### config.mk
export PLATFORM = sky130hd
export DESIGN_NAME = piecewise_linear_limit_mask_top
export DESIGN_NICKNAME = d
export VERILOG_FILES = /design/src/sv/plm_pkg.sv /design/src/sv/plm_ram.sv /design/src/sv/plm_interp.sv /design/src/sv/piecewise_linear_limit_mask_top.sv
export SDC_FILE = /design/constraint.sdc
export NUM_CORES = 2
export LEC_CHECK = 0
export ABC_AREA = 0
export ABC_CLOCK_PERIOD_IN_PS = 14050
export BUFFER_PORTS_ARGS = -buffer_cell sky130_fd_sc_hd__buf_4
export CORE_MARGIN = 4
export CORE_UTILIZATION = 55
export CTS_CLUSTER_DIAMETER = 200
export DETAILED_ROUTE_END_ITERATION = 16
export GPL_ROUTABILITY_DRIVEN = 0
export PLACE_DENSITY = 0.75
export SLEW_MARGIN = 10
export SYNTH_ARGS = -nofsm -noshare
export SYNTH_HDL_FRONTEND = slang
export SYNTH_SLANG_ARGS = --single-unit
### constraint.sdc
create_clock -name i_clk -period 14.05 [get_ports i_clk]
set_clock_uncertainty 0.1 [all_clocks]
set_input_delay 2.81 -clock i_clk [delete_from_list [all_inputs] [get_ports i_clk]]
set_output_delay 2.81 -clock i_clk [all_outputs]
set_load 0.01 [all_outputs]
### src/sv/plm_pkg.sv
// ----------------------------------------------------------------------------
// Piecewise-linear limit mask package
// Field widths, request codes, register indexes and the no-limit values that
// the top level and the interpolation unit share.
// ----------------------------------------------------------------------------
package plm_pkg;

    localparam int REQ_W     = 2;
    localparam int SLOT_W    = 4;
    localparam int FIELD_X_W = 14;
    localparam int Y_W       = 15;
    localparam int COUNT_W   = 5;
    localparam int CFG_IDX_W = 1;

    localparam logic [REQ_W-1:0] REQ_UPPER = 2'd0;
    localparam logic [REQ_W-1:0] REQ_LOWER = 2'd1;
    localparam logic [REQ_W-1:0] REQ_QUERY = 2'd2;

    localparam logic [CFG_IDX_W-1:0] CFG_UPPER_COUNT = 1'b0;
    localparam logic [CFG_IDX_W-1:0] CFG_LOWER_COUNT = 1'b1;

    localparam logic [Y_W-1:0] NO_UPPER = 15'h4000;
    localparam logic [Y_W-1:0] NO_LOWER = 15'h0000;

endpackage

### src/sv/plm_ram.sv
// ----------------------------------------------------------------------------
// Generic RAM
// One write port and one read port with registered read data.
// ----------------------------------------------------------------------------
module plm_ram #(
    parameter int WIDTH = 29,
    parameter int DEPTH = 16
) (
    input  logic                     i_clk,
    input  logic                     i_we,
    input  logic [$clog2(DEPTH)-1:0] i_waddr,
    input  logic [WIDTH-1:0]         i_wdata,
    input  logic [$clog2(DEPTH)-1:0] i_raddr,
    output logic [WIDTH-1:0]         o_rdata
);

    logic [WIDTH-1:0] r_mem [DEPTH];
    logic [WIDTH-1:0] r_rdata;

    always_ff @(posedge i_clk) begin
        if (i_we) begin
            r_mem[i_waddr] <= i_wdata;
        end
        r_rdata <= r_mem[i_raddr];
    end

    assign o_rdata = r_rdata;

endmodule

### src/sv/plm_interp.sv
// ----------------------------------------------------------------------------
// Interpolation unit
// Computes y1 + floor((y2 - y1) * (i - x1) / (x2 - x1)) with a multiply
// state and a restoring divider that yields one quotient bit per cycle.
// ----------------------------------------------------------------------------
module plm_interp #(
    parameter int XW = 14
) (
    input  logic                      i_clk,
    input  logic                      i_rst_n,
    input  logic                      i_start,
    input  logic [XW-1:0]             i_x1,
    input  logic [XW-1:0]             i_x2,
    input  logic [XW-1:0]             i_sample,
    input  logic [plm_pkg::Y_W-1:0]   i_y1,
    input  logic [plm_pkg::Y_W-1:0]   i_y2,
    output logic                      o_done,
    output logic [plm_pkg::Y_W-1:0]   o_result
);
    import plm_pkg::*;

    localparam int NW   = Y_W + XW;
    localparam int CNTW = $clog2(NW);

    localparam logic [1:0] ST_IDLE = 2'd0;
    localparam logic [1:0] ST_MUL  = 2'd1;
    localparam logic [1:0] ST_DIV  = 2'd2;
    localparam logic [1:0] ST_FIX  = 2'd3;

    logic [1:0]      r_state, n_state;
    logic [CNTW-1:0] r_cnt, n_cnt;
    logic            r_done, n_done;
    logic            r_neg, n_neg;
    logic [Y_W-1:0]  r_mag, n_mag;
    logic [Y_W-1:0]  r_y1, n_y1;
    logic [XW-1:0]   r_dx, n_dx;
    logic [XW-1:0]   r_span, n_span;
    logic [NW-1:0]   r_num, n_num;
    logic [XW-1:0]   r_rem, n_rem;
    logic [Y_W-1:0]  r_res, n_res;

    logic [XW:0]     w_shift;
    logic [XW+1:0]   w_trial;
    logic [Y_W-1:0]  w_q;

    assign w_shift = {r_rem, r_num[NW-1]};
    assign w_trial = {1'b0, w_shift} - {2'b00, r_span};
    assign w_q     = r_num[Y_W-1:0];

    always_comb begin
        n_state = r_state;
        n_cnt   = r_cnt;
        n_done  = 1'b0;
        n_neg   = r_neg;
        n_mag   = r_mag;
        n_y1    = r_y1;
        n_dx    = r_dx;
        n_span  = r_span;
        n_num   = r_num;
        n_rem   = r_rem;
        n_res   = r_res;
        case (r_state)
            ST_IDLE: begin
                if (i_start) begin
                    n_neg   = i_y2 < i_y1;
                    n_mag   = (i_y2 < i_y1) ? (i_y1 - i_y2) : (i_y2 - i_y1);
                    n_y1    = i_y1;
                    n_dx    = i_sample - i_x1;
                    n_span  = i_x2 - i_x1;
                    n_state = ST_MUL;
                end
            end
            ST_MUL: begin
                n_num   = r_mag * r_dx;
                n_rem   = '0;
                n_cnt   = '0;
                n_state = ST_DIV;
            end
            ST_DIV: begin
                if (!w_trial[XW+1]) begin
                    n_rem = w_trial[XW-1:0];
                    n_num = {r_num[NW-2:0], 1'b1};
                end else begin
                    n_rem = w_shift[XW-1:0];
                    n_num = {r_num[NW-2:0], 1'b0};
                end
                n_cnt = r_cnt + CNTW'(1);
                if (r_cnt == CNTW'(NW - 1)) begin
                    n_state = ST_FIX;
                end
            end
            ST_FIX: begin
                if (r_neg) begin
                    n_res = r_y1 - w_q - Y_W'(|r_rem);
                end else begin
                    n_res = r_y1 + w_q;
                end
                n_done  = 1'b1;
                n_state = ST_IDLE;
            end
            default: begin
                n_state = ST_IDLE;
            end
        endcase
    end

    always_ff @(posedge i_clk) begin
        if (!i_rst_n) begin
            r_state <= ST_IDLE;
            r_done  <= 1'b0;
        end else begin
            r_state <= n_state;
            r_done  <= n_done;
        end
    end

    always_ff @(posedge i_clk) begin
        r_cnt  <= n_cnt;
        r_neg  <= n_neg;
        r_mag  <= n_mag;
        r_y1   <= n_y1;
        r_dx   <= n_dx;
        r_span <= n_span;
        r_num  <= n_num;
        r_rem  <= n_rem;
        r_res  <= n_res;
    end

    assign o_done   = r_done;
    assign o_result = r_res;

endmodule

### src/sv/piecewise_linear_limit_mask_top.sv
// ----------------------------------------------------------------------------
// Piecewise-linear limit mask
// Loads are taken while the sequencer is idle and can follow back to back.
// A query reads one entry of each table per cycle up to the larger point
// count, then runs one serial divide per interpolated limit.
// Synchronous active-low reset clears the point counts and the sequencer.
// ----------------------------------------------------------------------------
module piecewise_linear_limit_mask_top #(
    parameter int MAX_POINTS = 16,
    parameter int INDEX_BITS = 14
) (
    input  logic                              i_clk,
    input  logic                              i_rst_n,
    input  logic                              i_cfg_we,
    input  logic [plm_pkg::CFG_IDX_W-1:0]     i_cfg_index,
    input  logic [plm_pkg::COUNT_W-1:0]       i_cfg_data,
    input  logic                              i_in_valid,
    output logic                              o_in_ready,
    input  logic [plm_pkg::REQ_W-1:0]         i_req_type,
    input  logic [plm_pkg::SLOT_W-1:0]        i_point_slot,
    input  logic [plm_pkg::FIELD_X_W-1:0]     i_point_x,
    input  logic [plm_pkg::Y_W-1:0]           i_point_y,
    input  logic [plm_pkg::FIELD_X_W-1:0]     i_sample_index,
    output logic                              o_out_valid,
    input  logic                              i_out_ready,
    output logic [plm_pkg::Y_W-1:0]           o_upper_limit,
    output logic [plm_pkg::Y_W-1:0]           o_lower_limit,
    output logic [plm_pkg::FIELD_X_W-1:0]     o_queried_index
);
    import plm_pkg::*;

    localparam int XW = INDEX_BITS;
    localparam int AW = $clog2(MAX_POINTS);
    localparam int CW = $clog2(MAX_POINTS + 1);
    localparam int DW = Y_W + XW;

    localparam logic [2:0] ST_IDLE = 3'd0;
    localparam logic [2:0] ST_WALK = 3'd1;
    localparam logic [2:0] ST_SEL  = 3'd2;
    localparam logic [2:0] ST_WAIT = 3'd3;
    localparam logic [2:0] ST_DONE = 3'd4;

    logic [2:0]                 r_state, n_state;
    logic [1:0][COUNT_W-1:0]    r_count, n_count;
    logic [CW-1:0]              r_addr, n_addr;
    logic                       r_dv, n_dv;
    logic [CW-1:0]              r_dk, n_dk;
    logic                       r_tsel, n_tsel;
    logic [XW-1:0]              r_idx, n_idx;
    logic [FIELD_X_W-1:0]       r_qidx, n_qidx;
    logic                       r_out_valid, n_out_valid;
    logic [Y_W-1:0]             r_out_up, n_out_up;
    logic [Y_W-1:0]             r_out_lo, n_out_lo;
    logic [FIELD_X_W-1:0]       r_out_qidx, n_out_qidx;

    logic [1:0]                 r_oor, n_oor;
    logic [1:0]                 r_eq_hit, n_eq_hit;
    logic [1:0]                 r_pr_hit, n_pr_hit;
    logic [1:0]                 r_in_hit, n_in_hit;
    logic [1:0][Y_W-1:0]        r_eq_y, n_eq_y;
    logic [1:0][Y_W-1:0]        r_pr_y, n_pr_y;
    logic [1:0][XW-1:0]         r_px, n_px;
    logic [1:0][Y_W-1:0]        r_py, n_py;
    logic [1:0][XW-1:0]         r_x1, n_x1;
    logic [1:0][XW-1:0]         r_x2, n_x2;
    logic [1:0][Y_W-1:0]        r_y1, n_y1;
    logic [1:0][Y_W-1:0]        r_y2, n_y2;
    logic [1:0][Y_W-1:0]        r_lim, n_lim;

    logic                       w_accept;
    logic [XW+FIELD_X_W-1:0]    w_px_ext;
    logic [XW+FIELD_X_W-1:0]    w_si_ext;
    logic [AW+SLOT_W-1:0]       w_slot_ext;
    logic                       w_slot_ok;
    logic [1:0]                 w_we;
    logic [DW-1:0]              w_wdata;
    logic [1:0][DW-1:0]         w_rdata;
    logic [CW+COUNT_W-1:0]      w_cnt_ext [2];
    logic [1:0][CW-1:0]         w_n;
    logic [CW-1:0]              w_nmax;
    logic                       w_start;
    logic                       w_done;
    logic [Y_W-1:0]             w_res;

    assign w_accept   = i_in_valid && o_in_ready;
    assign w_px_ext   = {{XW{1'b0}}, i_point_x};
    assign w_si_ext   = {{XW{1'b0}}, i_sample_index};
    assign w_slot_ext = {{AW{1'b0}}, i_point_slot};
    assign w_slot_ok  = 32'(i_point_slot) < 32'(MAX_POINTS);
    assign w_wdata    = {i_point_y, w_px_ext[XW-1:0]};
    assign w_we[0]    = w_accept && (i_req_type == REQ_UPPER) && w_slot_ok;
    assign w_we[1]    = w_accept && (i_req_type == REQ_LOWER) && w_slot_ok;

    for (genvar t = 0; t < 2; t++) begin : g_table
        assign w_cnt_ext[t] = {{CW{1'b0}}, r_count[t]};
        assign w_n[t] = (32'(r_count[t]) > 32'(MAX_POINTS)) ?
                        CW'(MAX_POINTS) : w_cnt_ext[t][CW-1:0];

        plm_ram #(
            .WIDTH (DW),
            .DEPTH (MAX_POINTS)
        ) u_ram (
            .i_clk   (i_clk),
            .i_we    (w_we[t]),
            .i_waddr (w_slot_ext[AW-1:0]),
            .i_wdata (w_wdata),
            .i_raddr (r_addr[AW-1:0]),
            .o_rdata (w_rdata[t])
        );
    end

    assign w_nmax = (w_n[0] > w_n[1]) ? w_n[0] : w_n[1];

    assign w_start = (r_state == ST_SEL) && !((w_n[r_tsel] == '0) || r_oor[r_tsel])
                     && r_in_hit[r_tsel];

    plm_interp #(
        .XW (XW)
    ) u_interp (
        .i_clk    (i_clk),
        .i_rst_n  (i_rst_n),
        .i_start  (w_start),
        .i_x1     (r_x1[r_tsel]),
        .i_x2     (r_x2[r_tsel]),
        .i_sample (r_idx),
        .i_y1     (r_y1[r_tsel]),
        .i_y2     (r_y2[r_tsel]),
        .o_done   (w_done),
        .o_result (w_res)
    );

    always_comb begin
        logic [XW-1:0]  v_x;
        logic [Y_W-1:0] v_y;
        logic [Y_W-1:0] v_dflt;
        logic [Y_W-1:0] v_sel;

        n_state     = r_state;
        n_count     = r_count;
        n_addr      = r_addr;
        n_dv        = r_dv;
        n_dk        = r_dk;
        n_tsel      = r_tsel;
        n_idx       = r_idx;
        n_qidx      = r_qidx;
        n_out_valid = r_out_valid && !i_out_ready;
        n_out_up    = r_out_up;
        n_out_lo    = r_out_lo;
        n_out_qidx  = r_out_qidx;
        n_oor       = r_oor;
        n_eq_hit    = r_eq_hit;
        n_pr_hit    = r_pr_hit;
        n_in_hit    = r_in_hit;
        n_eq_y      = r_eq_y;
        n_pr_y      = r_pr_y;
        n_px        = r_px;
        n_py        = r_py;
        n_x1        = r_x1;
        n_x2        = r_x2;
        n_y1        = r_y1;
        n_y2        = r_y2;
        n_lim       = r_lim;
        v_dflt      = r_tsel ? NO_LOWER : NO_UPPER;
        if (r_pr_hit[r_tsel]) begin
            v_sel = r_pr_y[r_tsel];
        end else if (r_eq_hit[r_tsel]) begin
            v_sel = r_eq_y[r_tsel];
        end else begin
            v_sel = v_dflt;
        end

        if (i_cfg_we) begin
            if (i_cfg_index == CFG_UPPER_COUNT) begin
                n_count[0] = i_cfg_data;
            end else if (i_cfg_index == CFG_LOWER_COUNT) begin
                n_count[1] = i_cfg_data;
            end
        end

        for (int t = 0; t < 2; t++) begin
            v_x = w_rdata[t][XW-1:0];
            v_y = w_rdata[t][DW-1:XW];
            if ((r_state == ST_WALK) && r_dv && (r_dk < w_n[t])) begin
                if ((r_dk == '0) && (r_idx < v_x)) begin
                    n_oor[t] = 1'b1;
                end
                if (((r_dk + CW'(1)) == w_n[t]) && (r_idx > v_x)) begin
                    n_oor[t] = 1'b1;
                end
                if (v_x == r_idx) begin
                    n_eq_hit[t] = 1'b1;
                    n_eq_y[t]   = v_y;
                end
                if (r_dk != '0) begin
                    if ((r_px[t] == r_idx) && (v_x == r_idx)) begin
                        n_pr_hit[t] = 1'b1;
                        if (t == 0) begin
                            n_pr_y[t] = (r_py[t] <= v_y) ? r_py[t] : v_y;
                        end else begin
                            n_pr_y[t] = (r_py[t] >= v_y) ? r_py[t] : v_y;
                        end
                    end
                    if ((r_px[t] < r_idx) && (r_idx < v_x)) begin
                        n_in_hit[t] = 1'b1;
                        n_x1[t]     = r_px[t];
                        n_y1[t]     = r_py[t];
                        n_x2[t]     = v_x;
                        n_y2[t]     = v_y;
                    end
                end
                n_px[t] = v_x;
                n_py[t] = v_y;
            end
        end

        case (r_state)
            ST_IDLE: begin
                if (w_accept && (i_req_type == REQ_QUERY)) begin
                    n_idx    = w_si_ext[XW-1:0];
                    n_qidx   = i_sample_index;
                    n_addr   = '0;
                    n_dv     = 1'b0;
                    n_tsel   = 1'b0;
                    n_oor    = '0;
                    n_eq_hit = '0;
                    n_pr_hit = '0;
                    n_in_hit = '0;
                    n_state  = ST_WALK;
                end
            end
            ST_WALK: begin
                if (r_addr < w_nmax) begin
                    n_addr = r_addr + CW'(1);
                    n_dv   = 1'b1;
                    n_dk   = r_addr;
                end else begin
                    n_dv = 1'b0;
                    if (!r_dv) begin
                        n_state = ST_SEL;
                    end
                end
            end
            ST_SEL: begin
                if (w_start) begin
                    n_state = ST_WAIT;
                end else begin
                    if ((w_n[r_tsel] == '0) || r_oor[r_tsel]) begin
                        n_lim[r_tsel] = v_dflt;
                    end else begin
                        n_lim[r_tsel] = v_sel;
                    end
                    if (r_tsel) begin
                        n_state = ST_DONE;
                    end else begin
                        n_tsel = 1'b1;
                    end
                end
            end
            ST_WAIT: begin
                if (w_done) begin
                    n_lim[r_tsel] = w_res;
                    if (r_tsel) begin
                        n_state = ST_DONE;
                    end else begin
                        n_tsel  = 1'b1;
                        n_state = ST_SEL;
                    end
                end
            end
            ST_DONE: begin
                if (!r_out_valid || i_out_ready) begin
                    n_out_valid = 1'b1;
                    n_out_up    = r_lim[0];
                    n_out_lo    = r_lim[1];
                    n_out_qidx  = r_qidx;
                    n_state     = ST_IDLE;
                end
            end
            default: begin
                n_state = ST_IDLE;
            end
        endcase
    end

    always_ff @(posedge i_clk) begin
        if (!i_rst_n) begin
            r_state     <= ST_IDLE;
            r_count     <= '0;
            r_addr      <= '0;
            r_dv        <= 1'b0;
            r_tsel      <= 1'b0;
            r_out_valid <= 1'b0;
        end else begin
            r_state     <= n_state;
            r_count     <= n_count;
            r_addr      <= n_addr;
            r_dv        <= n_dv;
            r_tsel      <= n_tsel;
            r_out_valid <= n_out_valid;
        end
    end

    always_ff @(posedge i_clk) begin
        r_dk       <= n_dk;
        r_idx      <= n_idx;
        r_qidx     <= n_qidx;
        r_out_up   <= n_out_up;
        r_out_lo   <= n_out_lo;
        r_out_qidx <= n_out_qidx;
        r_oor      <= n_oor;
        r_eq_hit   <= n_eq_hit;
        r_pr_hit   <= n_pr_hit;
        r_in_hit   <= n_in_hit;
        r_eq_y     <= n_eq_y;
        r_pr_y     <= n_pr_y;
        r_px       <= n_px;
        r_py       <= n_py;
        r_x1       <= n_x1;
        r_x2       <= n_x2;
        r_y1       <= n_y1;
        r_y2       <= n_y2;
        r_lim      <= n_lim;
    end

    assign o_in_ready      = (r_state == ST_IDLE);
    assign o_out_valid     = r_out_valid;
    assign o_upper_limit   = r_out_up;
    assign o_lower_limit   = r_out_lo;
    assign o_queried_index = r_out_qidx;

`ifndef ASSERT_OFF
    a_done_in_wait: assert property (@(posedge i_clk) disable iff (!i_rst_n)
        w_done |-> (r_state == ST_WAIT))
        else $error("interpolation result arrived outside the wait state");

    a_walk_bound: assert property (@(posedge i_clk) disable iff (!i_rst_n)
        (r_state == ST_WALK) |-> (r_addr <= w_nmax))
        else $error("table walk ran past the point count");

    a_read_in_walk: assert property (@(posedge i_clk) disable iff (!i_rst_n)
        r_dv |-> (r_state == ST_WALK))
        else $error("table read data pending outside the walk");

    a_query_walk: assert property (@(posedge i_clk) disable iff (!i_rst_n)
        (w_accept && (i_req_type == REQ_QUERY)) |=> (r_state == ST_WALK))
        else $error("query transaction did not start a table walk");
`endif

endmodule

After elaboration in Yosys (flattened, before gate mapping)
Memory sizes are Yosys's and may differ from the RTL's. A register that Yosys moved wholly into a read port is not among the register bits.
Cells that the tools add are included.

cells by class
  reductions and logical operators = 53
  divide/modulo/power cells = 0
  equality and inequality tests = 26
  $add $sub $neg = 11
  muxes and demuxes = 104
  bitwise logic cells = 1
  $lt $le $gt $ge = 17
  shift-type cells = 0
  multiply operators = 1

operators by type and width
  kind                                          number
  2-to-1 mux 15 bit                             16
  bitwise mux 30 bit                            3
  2-to-1 mux 30 bit                             3
  2-to-1 mux 14 bit                             5
  one-hot mux 30 bit (2 select lines)           1
  one-hot mux 29 bit (2 select lines)           1
  equality test 14 bit                          4
  < comparator 14 bit                           4
  subtractor 15 bit                             3
  2-to-1 mux 1 bit                              42
  2-to-1 mux 5 bit                              7
  multiplier 15 x 14 -> 29 bit                  1
  greater-than comparator 14 bit                2
  one-hot mux 14 bit (2 select lines)           1
  subtractor 14 bit                             2
  2-to-1 mux 3 bit                              8
  2-to-1 mux 2 bit                              10
  one-hot mux 5 bit (2 select lines)            2
  AND reduction 2 bit                           10
  logical AND 1 bit                             19
  AND reduction 3 bit                           6
  subtractor 15 x 14 -> 16 bit                  1
  adder 15 bit                                  1
  adder 5 x 1 -> 5 bit (second input constant)  3
  other kinds (36)                              58

word-level totals
  latch bits = 0
  memories kept = 2
  bits in read-only memories = 0
  output and inout port bits = 46
  input port bits = 60
  RAM bits = 928
  flip-flop bits (word level) = 481

memory list
  name                    depth  width  read ports  clocked after memory_dff  wr ports  RTL line       source
  g_table[0].u_ram.r_mem  16     29     1           1                         1         plm_ram.sv:17  logic [WIDTH-1:0] r_mem [DEPTH];
  g_table[1].u_ram.r_mem  16     29     1           1                         1         plm_ram.sv:17

Logic depth before layout (Yosys ltp)
  depth in word-level cells = 11
  gate-level depth with buffers = 24
  mapped depth without buffers = 23

By module
From an unflattened synthesis, not the netlist that was laid out.

second synthesis, totals
  cell total of the unflattened synthesis = 4349
  area total of the unflattened synthesis = 68039.0 µm²

modules (own cells, without submodules)
  module                           area an instance (µm²)  times used  cells an instance
  plm_ram                          18032.3                 2           761
  plm_interp                       16175.5                 1           1734
  piecewise_linear_limit_mask_top  15798.9                 1           1093

Worst setup path after synthesis
No wires, ideal clock.

  path type = reg2reg
  start point = reg r_qidx[7] (netlist name)
  end point = reg r_x1[14] in the netlist's numbering, enable pin
  cell stages (with the launch flop) = 10
  period minus slack after synthesis = 11756 ps
  buffers on the path = 0
  data arrival time = 10867 ps
  slack = 2294 ps
  required time = 13161 ps
  cells stage by stage = edfxtp_1 ha_1 a21o_1 a21oi_1 nor2b_1 o21ai_0 nand2b_1 a211oi_1 o21ai_0 a2111oi_0

RTL lines
  item                    RTL line                                source
  end signal: assignment  piecewise_linear_limit_mask_top.sv:318  r_x1 <= n_x1;
  end: declaration        piecewise_linear_limit_mask_top.sv:64   logic [1:0][XW-1:0] r_x1, n_x1;

Final worst setup path
  start point = reg u_interp.r_mag[9]
  end point = reg u_interp.r_num[27] (data pin)

between the ends
  longest elaborated chain between the ends = 2

ends and longest elaborated chain
  item                                 RTL line           source
  start: declaration                   plm_interp.sv:34   logic [Y_W-1:0] r_mag, n_mag;
  start signal: assignment             plm_interp.sv:120  r_mag <= n_mag;
  multiplier 15 x 14 -> 29 bit         plm_interp.sv:74   n_num = r_mag * r_dx;
  one-hot mux 29 bit (2 select lines)  plm_interp.sv:62   case (r_state)
  named net u_interp.n_num[27]         plm_interp.sv:38   logic [NW-1:0] r_num, n_num;
  end signal: assignment               plm_interp.sv:124  r_num <= n_num;
  end: declaration                     plm_interp.sv:38

The timed path passes the listed nets, and every way through them passes these cells.
A chain may end at the register's enable or synchronous reset.

==> metrics.md <==
| Metric | Value |
|---|---|
| Synth area leader | `edfxtp_1` |
| Post-route ant nets | `0` |
| Overall routing resource usage | `0.247` |
| Mapped Nets | `4728` |
| Largest net degree at the start of global routing | `129` |
| # setup viols final | `0` |
| # IOs | `106` |
| Setup TNS | `0 ns` |
| Yosys warnings | `0` |
| IO buf count | `105` |
| Final net count | `4893` |
| CP peak stage delay | `0.63 ns` |
| Cell area after synthesis | `68000 µm²` |
| Share of cells above drive strength 1 | `0.174` |
| Vias in the first global route | `38137` |
| Yosys reg bits | `1467` |
| Worst Tran Pin Value | `1.21 ns` |
| Number of enable flip-flop cells after synthesis | `1377` |
| DR WL/cell | `26.1 µm` |
| Max cap viols | `0` |
| Clock Tree Root | `clkbuf_16` |
| Die W | `360 µm` |
| Post-synthesis cell count | `4191` |
| Max transition margin | `0.189` |
| Fmax | `149 MHz` |
| Tcrit/Tclk final | `0.478` |
| Clock Tree Buf Depth | `3` |
| Finished Core Util | `0.618` |
| RSZ-0062 raised after global routing | `false` |
| Top cell by count, worst path | `fa_1` |
| FF-to-FF path depth | `21` |
| WP depth | `21` |
| Hold path depth | `0` |
| Largest delay share family, worst path | `adder cells` |
| Die height | `360 µm` |
| First drt pass iteration count | `5` |
| CTS tree | `done` |
| Post-CTS Hold Fix Bufs | `0` |
| Core area | `122000 µm²` |
| FILL cells | `8642` |
| Leading cell type in the layout, fill and taps excluded | `edfxtp_1` |
| Reg-to-reg endpoint | `u_interp.r_num[27]` |
| Area grow syn2layout | `11.2%` |
| Via density | `6.02` |
| Clock sinks | `1467` |
| DR DRC count | `0` |
| Synth unique cells | `86` |
| Peak supply drop | `0.144 mV` |
| DR vias | `36751` |
| Die area | `129000 µm²` |
| HPWL Detailed | `97200 µm` |
| Post-synth ARST share | `0` |
| GRT overflow | `0` |
| Initial Util | `0.556` |
| Leakage | `26.7 nW` |
| Worst path slowest cell | `edfxtp_1` |
| Most frequent cells in the layout | `edfxtp_1 (1377), inv_1 (374), ha_1 (314)` |
| Reg clk slew, reported paths | `0.08 ns` |
| Routed WL | `159000 µm` |
| CTS Buf Count | `147` |
| Hold endpoint | `o_lower_limit[0]` |
| Outcome | `finished clean` |
| Clk_lat worst skew | `0.78 ns` |
| Worst Hold Class | `reg2reg` |
| Worst path required time | `14.43 ns` |
| Synthesized area per cell | `16.2 µm²` |
| CP Max Fanout | `14` |
| Bufs and invs on worst path | `4` |
| R2R setup slack | `7.33 ns` |
| Critical path class | `reg2reg` |
| First-pass GRT wire length | `240000 µm` |
| Initial antenna violation count | `12` |
| Hold wc startpoint | `r_lim[15]` |
| Synth top area share | `0.608` |
| Post-CTS sizing | `0` |
| CP Data Arrival Time | `7.10 ns` |
| H-tree Lvls | `4` |
| Row Count | `128` |
| Sequential element share of the synthesized area | `0.634` |
| Worst setup SP type | `flip-flop` |
| Pwr dens | `135 nW/µm²` |
| Slew Limit Fails | `0` |
| # Post-CTS Setup Buffers | `0` |
| Final Hold Vio Count | `0` |
| CP cell instances | `and2_1 > fa_1 > inv_1 > fa_1 > inv_1 > fa_1 > fa_1 > fa_1 > inv_1 > fa_1 > inv_1 > ha_1 > a21o_1 > a31o_1 > a211o_1 > a31o_1 > a41oi_2 > a31oi_1 > a211oi_2 > xor2_1 > o21ai_1` |
| Critical Path End Type | `flip-flop` |
| Synth top area cells | `edfxtp_1 (61%), mux4_2 (9.6%), ha_1 (5.8%), fa_1 (4.7%), dfxtp_1 (2.6%)` |
| Fin crit period | `6.72 ns` |
| Reg2reg start | `u_interp.r_mag[9]` |
| Drt first-iter violations | `3956` |
| Most used flip-flop cell after synthesis | `edfxtp_1` |
-- synthesized netlist by cell type, types with 29 or more instances --
master / number
nand2_1: 267
nor2_1: 122
buf_1: 29
edfxtp_1: 1377
and2_1: 109
fa_1: 161
inv_1: 374
o21ai_0: 116
mux4_2: 290
xor2_1: 37
o21a_1: 29
ha_1: 316
clkbuf_1: 102
mux2_2: 51
mux2i_1: 109
a21o_1: 52
nand3_1: 40
dfxtp_1: 90
nor2b_1: 55
xnor2_1: 76
a21oi_1: 100
-- per-layer routing --
layer | up-vias | track usage | part of all wire
li1 | 16053 | - | -
met1 | 18821 | 0.325 | 0.38
met2 | 1592 | 0.419 | 0.51
met3 | 281 | 0.0565 | 0.084
met4 | 4 | 0.0681 | 0.025
met5 | - | 0 | 0.00019
-- where the power goes --
| group | switching, mW | internal, mW | leakage (nW) |
|---|---|---|---|
| combinational | 0.751 | 0.613 | 11.3 |
| sequential | 0.117 | 4.93 | 13.1 |
| clock | 1.65 | 2.11 | 2.24 |
-- state kept, by name, summed over array words and instances, names as in the netlist, 28 cells and up --
signal and cells:
r_lim 30, r_eq_y 30, r_y1 30, r_y2 30, r_x1 28, r_x2 28, r_pr_y 30, r_py 30
g_table.u_ram.o_rdata 58, g_table.u_ram.r_mem 928, r_px 28, u_interp.r_num 29
-- worst max path at each step --
stage,start,to,slack (ns)
after floorplan,r_qidx[7],r_x1[14],2.29
after global placement,u_interp.r_mag[7],u_interp.r_num[28],7.46
after detailed placement,u_interp.r_mag[7],u_interp.r_num[28],7.44
after CTS,u_interp.r_mag[9],u_interp.r_num[27],7.35
after global routing,u_interp.r_mag[7],u_interp.r_num[28],7.14
final,u_interp.r_mag[9],u_interp.r_num[27],7.33
-- cells by family after synthesis --
kind of cell	Yosys count	synth area share
simple gates	716	0.0512
flops	1467	0.634
fa+ha+maj	477	0.106
xor+xnor	113	0.0146
mux	450	0.121
compound gates	447	0.0442
buf+inv	521	0.0295
-- layout make-up --
| cell class | count | area, µm² | area share |
|---|---|---|---|
| multi-input cells | 2203 | 23100 | 0.306 |
| clock buffers | 197 | 3990 | 0.0528 |
| flip-flops and latches | 1467 | 43200 | 0.571 |
| repair buffers | 163 | 1250 | 0.0165 |
| inverters | 374 | 1400 | 0.0186 |
| well taps | 1625 | 2030 | 0.0269 |
| diodes | 3 | 7.51 | 0.0000993 |
| clock inverters | 71 | 629 | 0.00832 |
-- per-stage QoR --
stage | instance area, µm² | hold WS [ns] | power, mW | worst slack [ns] | std cells
after global routing | 75600 | 0.321 | 10.6 | 7.14 | 6100
after floorplan | 68000 | 0.300 | 6.10 | 2.29 | 4191
after global placement | 71000 | 0.304 | 6.46 | 7.46 | 5832
after detailed placement | 71000 | 0.305 | 6.49 | 7.44 | 5832
after CTS | 75600 | 0.319 | 10.2 | 7.35 | 6100
final | 75600 | 0.316 | 10.2 | 7.33 | 6103
(Power assumes the default switching activity.)
